File: src/cpr_pkg.sv
// Shared types and constants for the clock page replacer.
package cpr_pkg;

	localparam int MODE_W  = 2;
	localparam int FRAME_W = 6;
	localparam int SLOTS_W = 7;
	localparam int COUNT_W = 7;

	localparam logic [MODE_W-1:0]  MODE_VICTIM = 2'd0;
	localparam logic [MODE_W-1:0]  MODE_PIN    = 2'd1;
	localparam logic [MODE_W-1:0]  MODE_UNPIN  = 2'd2;

	localparam logic [SLOTS_W-1:0] SLOTS_RESET = 7'd64;
	localparam logic [COUNT_W-1:0] COUNT_MAX   = 7'd127;

	typedef enum logic [1:0] {
		FS_ABSENT = 2'd0,
		FS_UNREF  = 2'd1,
		FS_REF    = 2'd2,
		FS_PINNED = 2'd3
	} fs_t;

	typedef enum logic [2:0] {
		S_CLEAR,
		S_IDLE,
		S_START,
		S_V_RING,
		S_V_STAT,
		S_P_STAT,
		S_U_RING,
		S_RESP
	} cpr_state_t;

	typedef struct packed {
		logic clear_wr;
		logic accept;
		logic stat_rd_item;
		logic advance;
		logic ref_clear;
		logic evict;
		logic pin;
		logic mark_ref;
		logic place;
		logic load_rsp;
	} cpr_cmd_t;

	typedef struct packed {
		logic              clear_last;
		logic [MODE_W-1:0] mode;
		logic              frame_ok;
		logic              ring_valid;
		fs_t               stat;
		logic              step_last_victim;
		logic              step_last_unpin;
	} cpr_sts_t;

endpackage

File: src/cpr_if.sv
// Handshake channels of the clock page replacer: request, result and register write.
interface cpr_req_if import cpr_pkg::*; ();
	logic               valid;
	logic               ready;
	logic [MODE_W-1:0]  mode;
	logic [FRAME_W-1:0] frame_number;

	modport source (output valid, mode, frame_number, input ready);
	modport sink (input valid, mode, frame_number, output ready);
endinterface

interface cpr_rsp_if import cpr_pkg::*; ();
	logic               valid;
	logic               ready;
	logic               ok;
	logic [FRAME_W-1:0] victim_frame;
	logic [COUNT_W-1:0] evictable_count;

	modport source (output valid, ok, victim_frame, evictable_count, input ready);
	modport sink (input valid, ok, victim_frame, evictable_count, output ready);
endinterface

interface cpr_cfg_if import cpr_pkg::*; ();
	logic               valid;
	logic               ready;
	logic [SLOTS_W-1:0] slots_in_use;

	modport source (output valid, slots_in_use, input ready);
	modport sink (input valid, slots_in_use, output ready);
endinterface

File: src/clock_page_replacer_core.sv
// Top level of the CLOCK page replacer: victim pick, pin and unpin over a slot ring.
// Unused modes and frames out of range go straight to the result; pin and unpin first read
// the frame status. A victim scan reads each slot from the hand, and the status of an occupied
// one, until it evicts an unreferenced frame or has stepped twice over the slots in use; an
// unpin placement steps on to an empty slot, at most once over them. A result waits while the
// last one is still held for the sink. Items go one at a time, the next taken the cycle after
// a result is registered. Reset: a clearing pass empties both memories; no item then.
module clock_page_replacer_core import cpr_pkg::*; #(
	parameter int NUM_FRAMES = 64
) (
	input logic      clk,
	input logic      arst_n,
	cpr_cfg_if.sink  cfg,
	cpr_req_if.sink  req,
	cpr_rsp_if.source rsp
);

	cpr_cmd_t cmd;
	cpr_sts_t sts;

	// register writes are always taken; the user must make them arrive only while the block is idle (not enforced here)
	assign cfg.ready = 1'b1;

	// sequencer: one state per scan phase, holds the result until the sink takes it
	cpr_ctrl u_ctrl (
		.clk       (clk),
		.arst_n    (arst_n),
		.req_valid (req.valid),
		.req_ready (req.ready),
		.rsp_ready (rsp.ready),
		.rsp_valid (rsp.valid),
		.sts       (sts),
		.cmd       (cmd)
	);

	// memories, hand, evictable count and the result register
	cpr_datapath #(
		.NUM_FRAMES (NUM_FRAMES)
	) u_dp (
		.clk        (clk),
		.arst_n     (arst_n),
		.cfg_valid  (cfg.valid),
		.cfg_slots  (cfg.slots_in_use),
		.req_mode   (req.mode),
		.req_frame  (req.frame_number),
		.cmd        (cmd),
		.sts        (sts),
		.rsp_ok     (rsp.ok),
		.rsp_victim (rsp.victim_frame),
		.rsp_count  (rsp.evictable_count)
	);

	// at most one memory update per cycle
	a_one_update: assert property (@(posedge clk) disable iff (!arst_n)
		$onehot0({cmd.clear_wr, cmd.ref_clear, cmd.evict, cmd.pin, cmd.mark_ref, cmd.place}))
		else $error("two memory updates in one cycle");

	// an accepted item closes the request side until its result is registered
	a_one_item: assert property (@(posedge clk) disable iff (!arst_n)
		(req.valid && req.ready) |=> !req.ready)
		else $error("request taken while an item is in work");

	// no item enters during the clearing pass
	a_clear_block: assert property (@(posedge clk) disable iff (!arst_n)
		cmd.clear_wr |-> !req.ready)
		else $error("request ready during clearing pass");

	// a victim frame is reported only with success
	a_victim_ok: assert property (@(posedge clk) disable iff (!arst_n)
		$past(cmd.load_rsp) |-> (rsp.ok || rsp.victim_frame == '0))
		else $error("victim frame without success");

endmodule

File: src/cpr_ctrl.sv
// Controller state machine of the clock page replacer.
module cpr_ctrl import cpr_pkg::*; (
	input  logic     clk,
	input  logic     arst_n,
	input  logic     req_valid,
	output logic     req_ready,
	input  logic     rsp_ready,
	output logic     rsp_valid,
	input  cpr_sts_t sts,
	output cpr_cmd_t cmd
);

	cpr_state_t state_q, state_d;
	logic       rsp_valid_q;

	always_ff @(posedge clk or negedge arst_n) begin
		if (!arst_n) begin
			state_q     <= S_CLEAR;
			rsp_valid_q <= 1'b0;
		end else begin
			state_q <= state_d;
			if (cmd.load_rsp) begin
				rsp_valid_q <= 1'b1;
			end else if (rsp_ready) begin
				rsp_valid_q <= 1'b0;
			end
		end
	end

	assign rsp_valid = rsp_valid_q;

	always_comb begin
		state_d   = state_q;
		cmd       = '0;
		req_ready = 1'b0;
		unique case (state_q)
			S_CLEAR: begin
				cmd.clear_wr = 1'b1;
				if (sts.clear_last) begin
					state_d = S_IDLE;
				end
			end
			S_IDLE: begin
				req_ready = 1'b1;
				if (req_valid) begin
					cmd.accept = 1'b1;
					state_d    = S_START;
				end
			end
			S_START: begin
				if (sts.mode == MODE_VICTIM) begin
					state_d = S_V_RING;
				end else if ((sts.mode == MODE_PIN || sts.mode == MODE_UNPIN) && sts.frame_ok) begin
					cmd.stat_rd_item = 1'b1;
					state_d          = S_P_STAT;
				end else begin
					state_d = S_RESP;
				end
			end
			S_V_RING: begin
				if (sts.ring_valid) begin
					state_d = S_V_STAT;
				end else begin
					cmd.advance = 1'b1;
					if (sts.step_last_victim) begin
						state_d = S_RESP;
					end
				end
			end
			S_V_STAT: begin
				if (sts.stat == FS_UNREF) begin
					cmd.evict = 1'b1;
					state_d   = S_RESP;
				end else begin
					cmd.ref_clear = (sts.stat == FS_REF);
					cmd.advance   = 1'b1;
					state_d       = sts.step_last_victim ? S_RESP : S_V_RING;
				end
			end
			S_P_STAT: begin
				if (sts.mode == MODE_PIN) begin
					cmd.pin = (sts.stat != FS_ABSENT);
					state_d = S_RESP;
				end else if (sts.stat != FS_ABSENT) begin
					cmd.mark_ref = 1'b1;
					state_d      = S_RESP;
				end else begin
					state_d = S_U_RING;
				end
			end
			S_U_RING: begin
				if (!sts.ring_valid) begin
					cmd.place = 1'b1;
					state_d   = S_RESP;
				end else begin
					cmd.advance = 1'b1;
					if (sts.step_last_unpin) begin
						state_d = S_RESP;
					end
				end
			end
			S_RESP: begin
				if (!rsp_valid_q || rsp_ready) begin
					cmd.load_rsp = 1'b1;
					state_d      = S_IDLE;
				end
			end
			default: begin
				state_d = S_IDLE;
			end
		endcase
	end

endmodule

File: src/cpr_datapath.sv
// Datapath of the clock page replacer: frame status and slot ring memories, hand, counters.
module cpr_datapath import cpr_pkg::*; #(
	parameter int NUM_FRAMES = 64
) (
	input  logic               clk,
	input  logic               arst_n,
	input  logic               cfg_valid,
	input  logic [SLOTS_W-1:0] cfg_slots,
	input  logic [MODE_W-1:0]  req_mode,
	input  logic [FRAME_W-1:0] req_frame,
	input  cpr_cmd_t           cmd,
	output cpr_sts_t           sts,
	output logic               rsp_ok,
	output logic [FRAME_W-1:0] rsp_victim,
	output logic [COUNT_W-1:0] rsp_count
);

	localparam int FW = $clog2(NUM_FRAMES);
	localparam int CW = $clog2(NUM_FRAMES + 1);
	localparam int AW = CW + 1;
	localparam int SW = $clog2(2 * NUM_FRAMES);
	localparam int IW = (CW > FRAME_W) ? CW : FRAME_W;
	localparam int KW = (CW > SLOTS_W) ? CW : SLOTS_W;
	localparam int VW = (FW > FRAME_W) ? FW : FRAME_W;
	localparam int NW = (CW > COUNT_W) ? CW : COUNT_W;

	// slot ring entry: valid bit on top, frame below
	logic [FW:0]        ring_mem [NUM_FRAMES];
	fs_t                stat_mem [NUM_FRAMES];

	logic [SLOTS_W-1:0] slots_q;
	logic [FW-1:0]      hand_q, hand_d;
	logic [CW-1:0]      cap_q, cap_in;
	logic [SW-1:0]      step_q;
	logic [CW-1:0]      cnt_q, cnt_d;
	logic [FW-1:0]      clr_q;
	logic [MODE_W-1:0]  mode_q;
	logic [FW-1:0]      fr_q;
	logic               fr_ok_q;
	logic               res_ok_q;
	logic [FW-1:0]      res_victim_q;
	logic [FW:0]        ring_rd_q;
	fs_t                stat_rd_q;

	logic [KW-1:0]      slots_x;
	logic [IW-1:0]      fr_x;
	logic [CW-1:0]      hand_inc;
	logic [FW-1:0]      hand_adv;
	logic [FW-1:0]      ring_frame;
	logic [FW-1:0]      stat_rd_addr;
	logic               stat_we;
	logic [FW-1:0]      stat_wa;
	fs_t                stat_wd;
	logic               ring_we;
	logic [FW-1:0]      ring_wa;
	logic [FW:0]        ring_wd;
	logic [VW-1:0]      victim_x;
	logic [NW-1:0]      cnt_x;

	// sweep length: zero counts as one, saturate at the frame count
	always_comb begin
		slots_x = KW'(slots_q);
		if (slots_x == '0) begin
			cap_in = CW'(1);
		end else if (slots_x > KW'(NUM_FRAMES)) begin
			cap_in = CW'(NUM_FRAMES);
		end else begin
			cap_in = slots_x[CW-1:0];
		end
	end

	assign fr_x       = IW'(req_frame);
	assign ring_frame = ring_rd_q[FW-1:0];
	assign hand_inc   = CW'(hand_q) + CW'(1);
	assign hand_adv   = (hand_inc >= cap_q) ? '0 : hand_inc[FW-1:0];

	always_comb begin
		hand_d = hand_q;
		if (cmd.accept) begin
			hand_d = (CW'(hand_q) >= cap_in) ? '0 : hand_q;
		end else if (cmd.advance || cmd.place) begin
			hand_d = hand_adv;
		end
	end

	always_comb begin
		cnt_d = cnt_q;
		if (cmd.pin && (stat_rd_q == FS_UNREF || stat_rd_q == FS_REF)) begin
			cnt_d = cnt_q - CW'(1);
		end else if (cmd.mark_ref && stat_rd_q == FS_PINNED) begin
			cnt_d = cnt_q + CW'(1);
		end else if (cmd.evict) begin
			cnt_d = cnt_q - CW'(1);
		end else if (cmd.place) begin
			cnt_d = cnt_q + CW'(1);
		end
	end

	always_ff @(posedge clk or negedge arst_n) begin
		if (!arst_n) begin
			slots_q <= SLOTS_RESET;
			hand_q  <= '0;
			cnt_q   <= '0;
			clr_q   <= '0;
			rsp_ok  <= 1'b0;
		end else begin
			if (cfg_valid) begin
				slots_q <= cfg_slots;
			end
			hand_q <= hand_d;
			cnt_q  <= cnt_d;
			if (cmd.clear_wr) begin
				clr_q <= clr_q + FW'(1);
			end
			if (cmd.load_rsp) begin
				rsp_ok <= res_ok_q;
			end
		end
	end

	// item fields, scan counter and result
	always_ff @(posedge clk) begin
		if (cmd.accept) begin
			mode_q       <= req_mode;
			fr_q         <= fr_x[FW-1:0];
			fr_ok_q      <= (fr_x < IW'(NUM_FRAMES));
			cap_q        <= cap_in;
			step_q       <= '0;
			res_ok_q     <= 1'b0;
			res_victim_q <= '0;
		end else begin
			if (cmd.advance) begin
				step_q <= step_q + SW'(1);
			end
			if (cmd.evict) begin
				res_victim_q <= ring_frame;
			end
			if (cmd.evict || cmd.pin || cmd.mark_ref || cmd.place) begin
				res_ok_q <= 1'b1;
			end
		end
	end

	assign victim_x = VW'(res_victim_q);
	assign cnt_x    = NW'(cnt_q);

	always_ff @(posedge clk) begin
		if (cmd.load_rsp) begin
			rsp_victim <= victim_x[FRAME_W-1:0];
			rsp_count  <= (cnt_x > NW'(COUNT_MAX)) ? COUNT_MAX : cnt_x[COUNT_W-1:0];
		end
	end

	// status memory write port
	always_comb begin
		stat_we = 1'b1;
		stat_wa = fr_q;
		stat_wd = FS_ABSENT;
		if (cmd.clear_wr) begin
			stat_wa = clr_q;
		end else if (cmd.ref_clear) begin
			stat_wa = ring_frame;
			stat_wd = FS_UNREF;
		end else if (cmd.evict) begin
			stat_wa = ring_frame;
		end else if (cmd.pin) begin
			stat_wd = FS_PINNED;
		end else if (cmd.mark_ref || cmd.place) begin
			stat_wd = FS_REF;
		end else begin
			stat_we = 1'b0;
		end
	end

	// ring memory write port
	always_comb begin
		ring_we = 1'b1;
		ring_wa = hand_q;
		ring_wd = '0;
		if (cmd.clear_wr) begin
			ring_wa = clr_q;
		end else if (cmd.place) begin
			ring_wd = {1'b1, fr_q};
		end else if (!cmd.evict) begin
			ring_we = 1'b0;
		end
	end

	assign stat_rd_addr = cmd.stat_rd_item ? fr_q : ring_frame;

	always_ff @(posedge clk) begin
		if (stat_we) begin
			stat_mem[stat_wa] <= stat_wd;
		end
		stat_rd_q <= stat_mem[stat_rd_addr];
	end

	// read ahead at the hand's next position so the data lines up with hand_q
	always_ff @(posedge clk) begin
		if (ring_we) begin
			ring_mem[ring_wa] <= ring_wd;
		end
		ring_rd_q <= ring_mem[hand_d];
	end

	always_comb begin
		sts                  = '0;
		sts.clear_last       = (clr_q == FW'(NUM_FRAMES - 1));
		sts.mode             = mode_q;
		sts.frame_ok         = fr_ok_q;
		sts.ring_valid       = ring_rd_q[FW];
		sts.stat             = stat_rd_q;
		sts.step_last_victim = (AW'(step_q) == AW'({cap_q, 1'b0}) - AW'(1));
		sts.step_last_unpin  = (AW'(step_q) == AW'(cap_q) - AW'(1));
	end

endmodule
File: src/flat_wrapper.sv
// flat-port wrapper written by rule: the top's interface ports become plain ports
module clock_page_replacer_core_flat import cpr_pkg::*;
#(
	parameter int NUM_FRAMES = 64
)
  (clk, arst_n, cfg_valid, cfg_slots_in_use, cfg_ready, req_valid, req_mode, req_frame_number, req_ready, rsp_valid, rsp_ok, rsp_victim_frame, rsp_evictable_count, rsp_ready);
  cpr_cfg_if cfg_i ();
  cpr_req_if req_i ();
  cpr_rsp_if rsp_i ();
  input logic clk;
  input logic arst_n;
  input wire logic [$bits(cfg_i.valid)-1:0] cfg_valid;
  input wire logic [$bits(cfg_i.slots_in_use)-1:0] cfg_slots_in_use;
  output wire logic [$bits(cfg_i.ready)-1:0] cfg_ready;
  input wire logic [$bits(req_i.valid)-1:0] req_valid;
  input wire logic [$bits(req_i.mode)-1:0] req_mode;
  input wire logic [$bits(req_i.frame_number)-1:0] req_frame_number;
  output wire logic [$bits(req_i.ready)-1:0] req_ready;
  output wire logic [$bits(rsp_i.valid)-1:0] rsp_valid;
  output wire logic [$bits(rsp_i.ok)-1:0] rsp_ok;
  output wire logic [$bits(rsp_i.victim_frame)-1:0] rsp_victim_frame;
  output wire logic [$bits(rsp_i.evictable_count)-1:0] rsp_evictable_count;
  input wire logic [$bits(rsp_i.ready)-1:0] rsp_ready;
  assign cfg_i.valid = cfg_valid;
  assign cfg_i.slots_in_use = cfg_slots_in_use;
  assign cfg_ready = cfg_i.ready;
  assign req_i.valid = req_valid;
  assign req_i.mode = req_mode;
  assign req_i.frame_number = req_frame_number;
  assign req_ready = req_i.ready;
  assign rsp_valid = rsp_i.valid;
  assign rsp_ok = rsp_i.ok;
  assign rsp_victim_frame = rsp_i.victim_frame;
  assign rsp_evictable_count = rsp_i.evictable_count;
  assign rsp_i.ready = rsp_ready;
  clock_page_replacer_core #(.NUM_FRAMES(NUM_FRAMES)) u_core (.clk(clk), .arst_n(arst_n), .cfg(cfg_i), .req(req_i), .rsp(rsp_i));
endmodule
File: config.mk
export PLATFORM = sky130hd
export DESIGN_NAME = clock_page_replacer_core_flat
export DESIGN_NICKNAME = d
export VERILOG_FILES = /design/src/cpr_pkg.sv /design/src/cpr_if.sv /design/src/clock_page_replacer_core.sv /design/src/cpr_ctrl.sv /design/src/cpr_datapath.sv /design/src/flat_wrapper.sv
export SDC_FILE = /design/constraint.sdc
export NUM_CORES = 1
export LEC_CHECK = 0
export ABC_AREA = 1
export CELL_PAD_IN_SITES_DETAIL_PLACEMENT = 0
export CELL_PAD_IN_SITES_GLOBAL_PLACEMENT = 1
export CORE_UTILIZATION = 57
export CTS_BUF_LIST = sky130_fd_sc_hd__clkbuf_8
export DETAILED_ROUTE_END_ITERATION = 12
export DONT_BUFFER_PORTS = 1
export PLACE_DENSITY_LB_ADDON = 0.08
export SETUP_SLACK_MARGIN = 0.05
export SLEW_MARGIN = 40
export SYNTH_ARGS = -nofsm -noshare
export SYNTH_HDL_FRONTEND = slang
export SYNTH_HIERARCHICAL = 1
export SYNTH_SLANG_ARGS = --single-unit
File: constraint.sdc
create_clock -name clk -period 7.88 [get_ports clk]
set_clock_uncertainty 0.2 [all_clocks]
set_input_delay 0.788 -clock clk [delete_from_list [all_inputs] [get_ports clk]]
set_output_delay 0.788 -clock clk [all_outputs]
set_load 0.005 [all_outputs]
# == Word level (Yosys, flattened, before mapping) ==
# Memory sizes are Yosys's and may differ from the RTL's. A register that Yosys moved wholly into a read port is not among the register bits.
# Index checks and enable logic that the tools add are counted.
# op_classes
n_addsub,7
n_lt_le_gt_ge,5
n_reduce_logical,19
n_mux,70
eq_ne,20
# op_table
operator,n
$mux W7,8
$mux W6,9
$mux W3,11
$mux W1,31
$pmux W3 S8,1
$mux W2,9
$eq A7 B8 Y1,2
$add A7 B1 Y7 const B,2
$gt A7 B7 Y1 const B,2
$eq A3 B3 Y1 const B,4
$logic_or A1 B1 Y1,8
$sub A7 B1 Y8 const B,1
$sub A8 B1 Y8 const B,1
$add A6 B1 Y7 const B,1
$ge A6 B7 Y1,1
$ge A7 B7 Y1,1
$logic_not A7 Y1,1
$lt A6 B7 Y1 const B,1
$sub A7 B1 Y7 const B,1
$add A6 B1 Y6 const B,1
$eq A2 B2 Y1 const B,3
$eq A3 B2 Y1 const B,2
$eq A6 B6 Y1 const B,1
$reduce_and A5 Y1,1
other kinds (13),18
# totals
elab_cells,139
ramBits,576
in_bits,20
output_inout_bits,17
regBits,74
memories,2
# memory_table
name,words,width,rd,rd_clocked_by_memory_dff,wr,line_no,rtl
u_core.u_dp.ring_mem,64,7,1,1,1,cpr_datapath.sv:28,logic [FW:0] ring_mem [NUM_FRAMES];
u_core.u_dp.stat_mem,64,2,1,1,1,cpr_datapath.sv:29,fs_t stat_mem [NUM_FRAMES];

# == Longest topological paths before layout ==
# logic_depth
ltp_word,12
depth_mapped,23
mapped_depth_nobuf,22

# == By module ==
# The synthesis kept the hierarchy.
# modules_own_cells
mod,cells_per_inst,seq_area_each_um2,n_inst,area_per_inst_um2
cpr_datapath,2759,19274.7,1,29385.7
cpr_ctrl,100,100.1,1,525.5
clock_page_replacer_core,2,0.0,1,11.3

# == Worst setup path after synthesis ==
# Ideal clock, no wire load.
# synth_path
path_kind,reg-to-reg
startpoint,register u_core.u_ctrl.state_q[2]
endpoint,"memory u_core/u_dp/stat_mem[0][1] (netlist name), data pin"
setup_ns,0.681
path_slack_ns,3.267
arrival_ns,3.732
path_stages_with_launch,9
synth_period_minus_slack_ns,4.613
path_buffers,4
t_required_ns,6.999
cell_sequence,dfrtp_1 > buf_2 > inv_2 > nand2_1 > inv_1 > buf_2 > clkbuf_1 > clkbuf_1 > nor3_1
# synth_lines
element,line_no,rtl
from (decl),cpr_ctrl.sv:13,"cpr_state_t state_q, state_d;"
from (signal assigned),cpr_ctrl.sv:21,state_q <= state_d;
to (decl),cpr_datapath.sv:29,

# == Worst setup path in the final report ==
# layout_path
startpoint,register u_core.u_dp.hand_q[0]
endpoint,"register u_core.u_dp.ring_rd_q[3], read port of u_core.u_dp.ring_mem"
# layout_via
elab_chain_len,5
# layout_lines
element,line_no,rtl
from (decl),cpr_datapath.sv:32,"logic [FW-1:0] hand_q, hand_d;"
from (signal assigned),cpr_datapath.sv:110,hand_q <= hand_d;
$add A6 B1 Y7,cpr_datapath.sv:74,assign hand_inc = CW'(hand_q) + CW'(1);
$ge A7 B7 Y1,cpr_datapath.sv:75,assign hand_adv = (hand_inc >= cap_q) ? '0 : hand_inc[FW-1:0];
$mux W6,cpr_datapath.sv:75,
$mux W6,cpr_datapath.sv:81,end else if (cmd.advance || cmd.place) begin
$mux W6 (*),cpr_datapath.sv:79,if (cmd.accept) begin
to (decl),cpr_datapath.sv:42,logic [FW:0] ring_rd_q;
# Mark *: on every way between the ends. The rest lies on a longest branch, timed or not.
# A chain may end at the register's enable or synchronous reset.

==> results by group <==
Run status
  • Outcome: finished clean

Synthesis
  • Sequential share of the synthesized area: between 60 and 70%
  • Leading area contributor after synthesis: edfxtp_1
  • Top-area cell type share of the netlist area: ~61%
  • Syn_area_per_cell: around 10 um2
  • Syn Inst Count: between 2k and 3k
  • Post-Syn Nets: 2903
  • Ys flop type: edfxtp_1
  • Most common cell in the netlist: edfxtp_1
  • Synthesized area: around 30000 um2
  • Yosys warns: 6
  • Synth area leaders: edfxtp_1 (61%), nand3_1 (8.6%), nand2_1 (5.2%)
  • Ys async rst share: 4.711%
  • Top post-synthesis cells by count: edfxtp_1 (604), nand3_1 (517), nand2_1 (413)
  • Number of library cell types mapped by synthesis: 47
  • Register bit total from synthesis: approximately 660
  • Post-synth EDFFs: approximately 600

Placement
  • Post-place setup slack: roughly 2800 ps
  • Placed cell count: around 3.4k
  • IO buf count: 0
  • Placer congestion estimate: slightly below 0.9
  • DP HPWL: roughly 45000 um

Worst setup path
  • Crit path kind: reg2reg
  • Worst r2r path cells: 19
  • Critical Path RT: between 8000 and 9000 ps
  • Critical Path End: u_core/u_dp/ring_rd_q[3]
  • Crit path DAT: between 5000 and 6000 ps
  • Reg2Reg Capture Point: u_core/u_dp/ring_rd_q[3]
  • Setup crit start: u_core/u_dp/hand_q[0]
  • Crit. End Element: flop
  • Crit path launch type: flop
  • Crit path max fanout: 114
  • Worst flop-to-flop path startpoint: u_core/u_dp/hand_q[0]
  • Flop2flop setup slack: roughly 2600 ps

Timing
  • Worst slew pin tran: ~900 ps
  • Fmax: about 190 MHz
  • Final period util: about two thirds
  • Min Tclk post-route: 5278 ps
  • Setup TNS: 0 ps
  • RSZ-0062 raised after global routing: no
  • Hold Fails Final Rpt: 0
  • Count of final setup violators: 0
  • Max_slew headroom: between 30% and 40%
  • Final Max Tran Viols: 0
  • Setup ws final: approximately 2600 ps

Power
  • Total power per unit cell area: 202.2 nW/um2
  • Switching share of power: a little over a fifth
  • Maximum VDD drop: slightly above 0.2 mV
  • Clock share of power: between 40% and 50%
  • Sequential Power Share: 57.2%
  • Tot Pwr: 6.598 mW
  • Comb power frac: 1.5%
  • Switching pwr: ~1.4 mW
  • Power Internal: 5.190 mW
  • Leak: roughly 12 nW

Floorplan
  • Row count: 83
  • Core area: ~52000 um2
  • Die Y: about 230 um
  • Die area: between 50000 and 60000 um2
  • Die width: between 200 and 250 um
  • # IOs: 37
  • Starting Density: 57.97%

Final layout
  • Antenna diode count: 0
  • Area Growth Syn to Fin: 9.065%
  • Share of layout cells above drive strength 1: just under 8%
  • Non-Filler Instances: around 3.6k
  • # fillers: 4147
  • Count of nets after finishing: 2909

Worst hold path
  • Hold WC Path Type: in2reg
  • Hold depth: 2

CTS
  • H-tree levels: 3
  • TritonCTS clock tree: yes
  • Clock tree root driver cell: clkbuf_8
  • Clock buffer depth: 3
  • Post-cts sizing count: 0
  • CTS Sinks: between 600 and 700
  • Worst skew pair latency: between 700 and 800 ps
  • Clock Pin Slew Worst Setup and Hold Paths: around 60 ps
  • Total CTS buffers: roughly 110

Detailed routing
  • Drc violations: 0
  • WL/cell: between 20 and 25 um
  • Post-route ant nets: 0
  • Total number of vias: about 21k
  • Via-per-instance ratio: approximately 5.7
  • First-iteration detailed-routing DRC count: between 1.5k and 2k
  • Length of the first detailed-routing pass in iterations: 9
  • Post-Route WL: between 70000 and 80000 um

Global route
  • Global-route wire length before repair: ~120000 um
  • Number of global-route vias before repair: 20.04k
  • Largest net degree at the start of global routing: ~120
  • Initial antenna violation count: 0
  • Total GRT Usage: roughly 29%
  • Total grt overflow: 0

Run
  • Max-Cap Viols: 0
[state kept, by name (all words and copies together), names as in the netlist, 3 cells and up]
register and flops:
u_core/u_dp/ring_mem 448, u_core/u_dp/stat_mem 128, u_core/u_dp/cap_q 7, u_core/u_dp/cnt_q 7, u_core/u_dp/ring_rd_q 7, u_core/u_dp/rsp_count 7, u_core/u_dp/slots_q 7, u_core/u_dp/step_q 7
u_core/u_dp/clr_q 6, u_core/u_dp/fr_q 6, u_core/u_dp/hand_q 6, u_core/u_dp/res_victim_q 6, u_core/u_dp/rsp_victim 6, u_core/u_ctrl/state_q 3
[power by group through the flow]
stage	clock network, mW	registers, mW	logic (mW)
finish	2.73	3.77	0.0990
global route	2.91	3.77	0.111
CTS	2.77	3.77	0.0992
detailed placement	0	3.84	0.0857
global placement	0	3.84	0.0839
floorplan	0	3.84	0.0650
[final cells by class]
| class | instances | area, um2 | area share, % |
|---|---|---|---|
| Clock buffer | 107 | 1473 | 4.513 |
| Clock inverter | 84 | 459.2 | 1.407 |
| Inverter | 396 | 1490 | 4.566 |
| Multi-Input combinational cell | 1648 | 8421 | 25.80 |
| Sequential cell | 658 | 19370 | 59.37 |
| Tap cell | 680 | 850.8 | 2.607 |
| Timing Repair Buffer | 58 | 566.8 | 1.737 |
[worst max-delay path, stage by stage (launching register included)]
cell and delay, ps:
dfrtp_1 460, ha_1 260, nand3_1 120, xor2_1 160, inv_1 70, ha_1 290, a21oi_1 170, nor2_1 60
nor2_1 170, nand3_1 210, nand2_8 590, nand2_8 520, inv_2 730, nand2_1 140, nand3_1 100, nand3_1 110
nand3_1 120, nand3_1 250, nand3_1 180, nand2_1 60
[worst min-delay path by stage]
stage                                start                         to  slack, ps
2_1_floorplan  u_core/u_dp/res_victim_q[0]  u_core/u_dp/rsp_victim[0]        200
3_3_place_gp   u_core/u_dp/res_victim_q[0]  u_core/u_dp/rsp_victim[0]        220
3_5_place_dp   u_core/u_dp/res_victim_q[5]  u_core/u_dp/rsp_victim[5]        210
4_1_cts                          cfg_valid     u_core/u_dp/slots_q[2]          9
5_1_grt                          cfg_valid     u_core/u_dp/slots_q[2]         40
6_report                         cfg_valid     u_core/u_dp/slots_q[2]         50
[cells in the final DEF (no fill, tap or decap), drive strengths merged, types with 3 or more instances in the layout]
master       Yosys  layout
bufinv           0       4
dfxtp           23      23
nand3b         148     148
o211ai          17      17
edfxtp         604     604
buf            108      41
dfrtp           30      30
a21oi           30      30
clkbuf          51     107
nor4             7       7
nand2          419     419
nor2           268     268
o22ai           16      16
ha              22      22
o21ai          110     110
o221ai          17      17
nand4           11      11
nor3            22      22
dlygate4sd3      0      17
clkinv           4      48
xor2            25      25
xnor2            3       3
inv            392     426
nand3          518     518
[through the flow]
step / hold WS, ps / area [um2] / util [%]
after detailed placement: 212.4 / 30490 / 59.08
after global placement: 218.2 / 30370 / 58.84
after floorplan: 202.9 / 29920 / -
final: 50.69 / 32640 / 63.23
after CTS: 9.218 / 32610 / 63.19
after global routing: 38.13 / 32640 / 63.23
[cells by family (layout without fill, tap and decap cells)]
family	after synthesis	in the layout	synth area share (%)
xor+xnor	28	28	0.8196
simple gates	1394	1394	21.94
fa+ha+maj	22	22	0.9199
mux	2	2	0.07526
flops	658	658	64.75
buf+inv	555	645	7.552
other cells	2	2	0.02510
compound gates	200	200	3.918
[layer usage]
| metal | wire (um) | track usage, % | vias up |
|---|---|---|---|
| met2 | 35250 | 46.03 | 830 |
| met4 | 2673 | 11.24 | 0 |
| met5 | 0 | 0 | - |
| met3 | 5659 | 5.069 | 173 |
| met1 | 31730 | 38.91 | 10013 |
| li1 | - | - | 9799 |
[timing repair]
action                                 CTS  global route
setup endpoints to repair                0             0
setup buffers                            0             0
endpoints found under the hold margin   47             0
hold buffers                            18             0
Note: power is estimated with default switching activity, not from simulation.
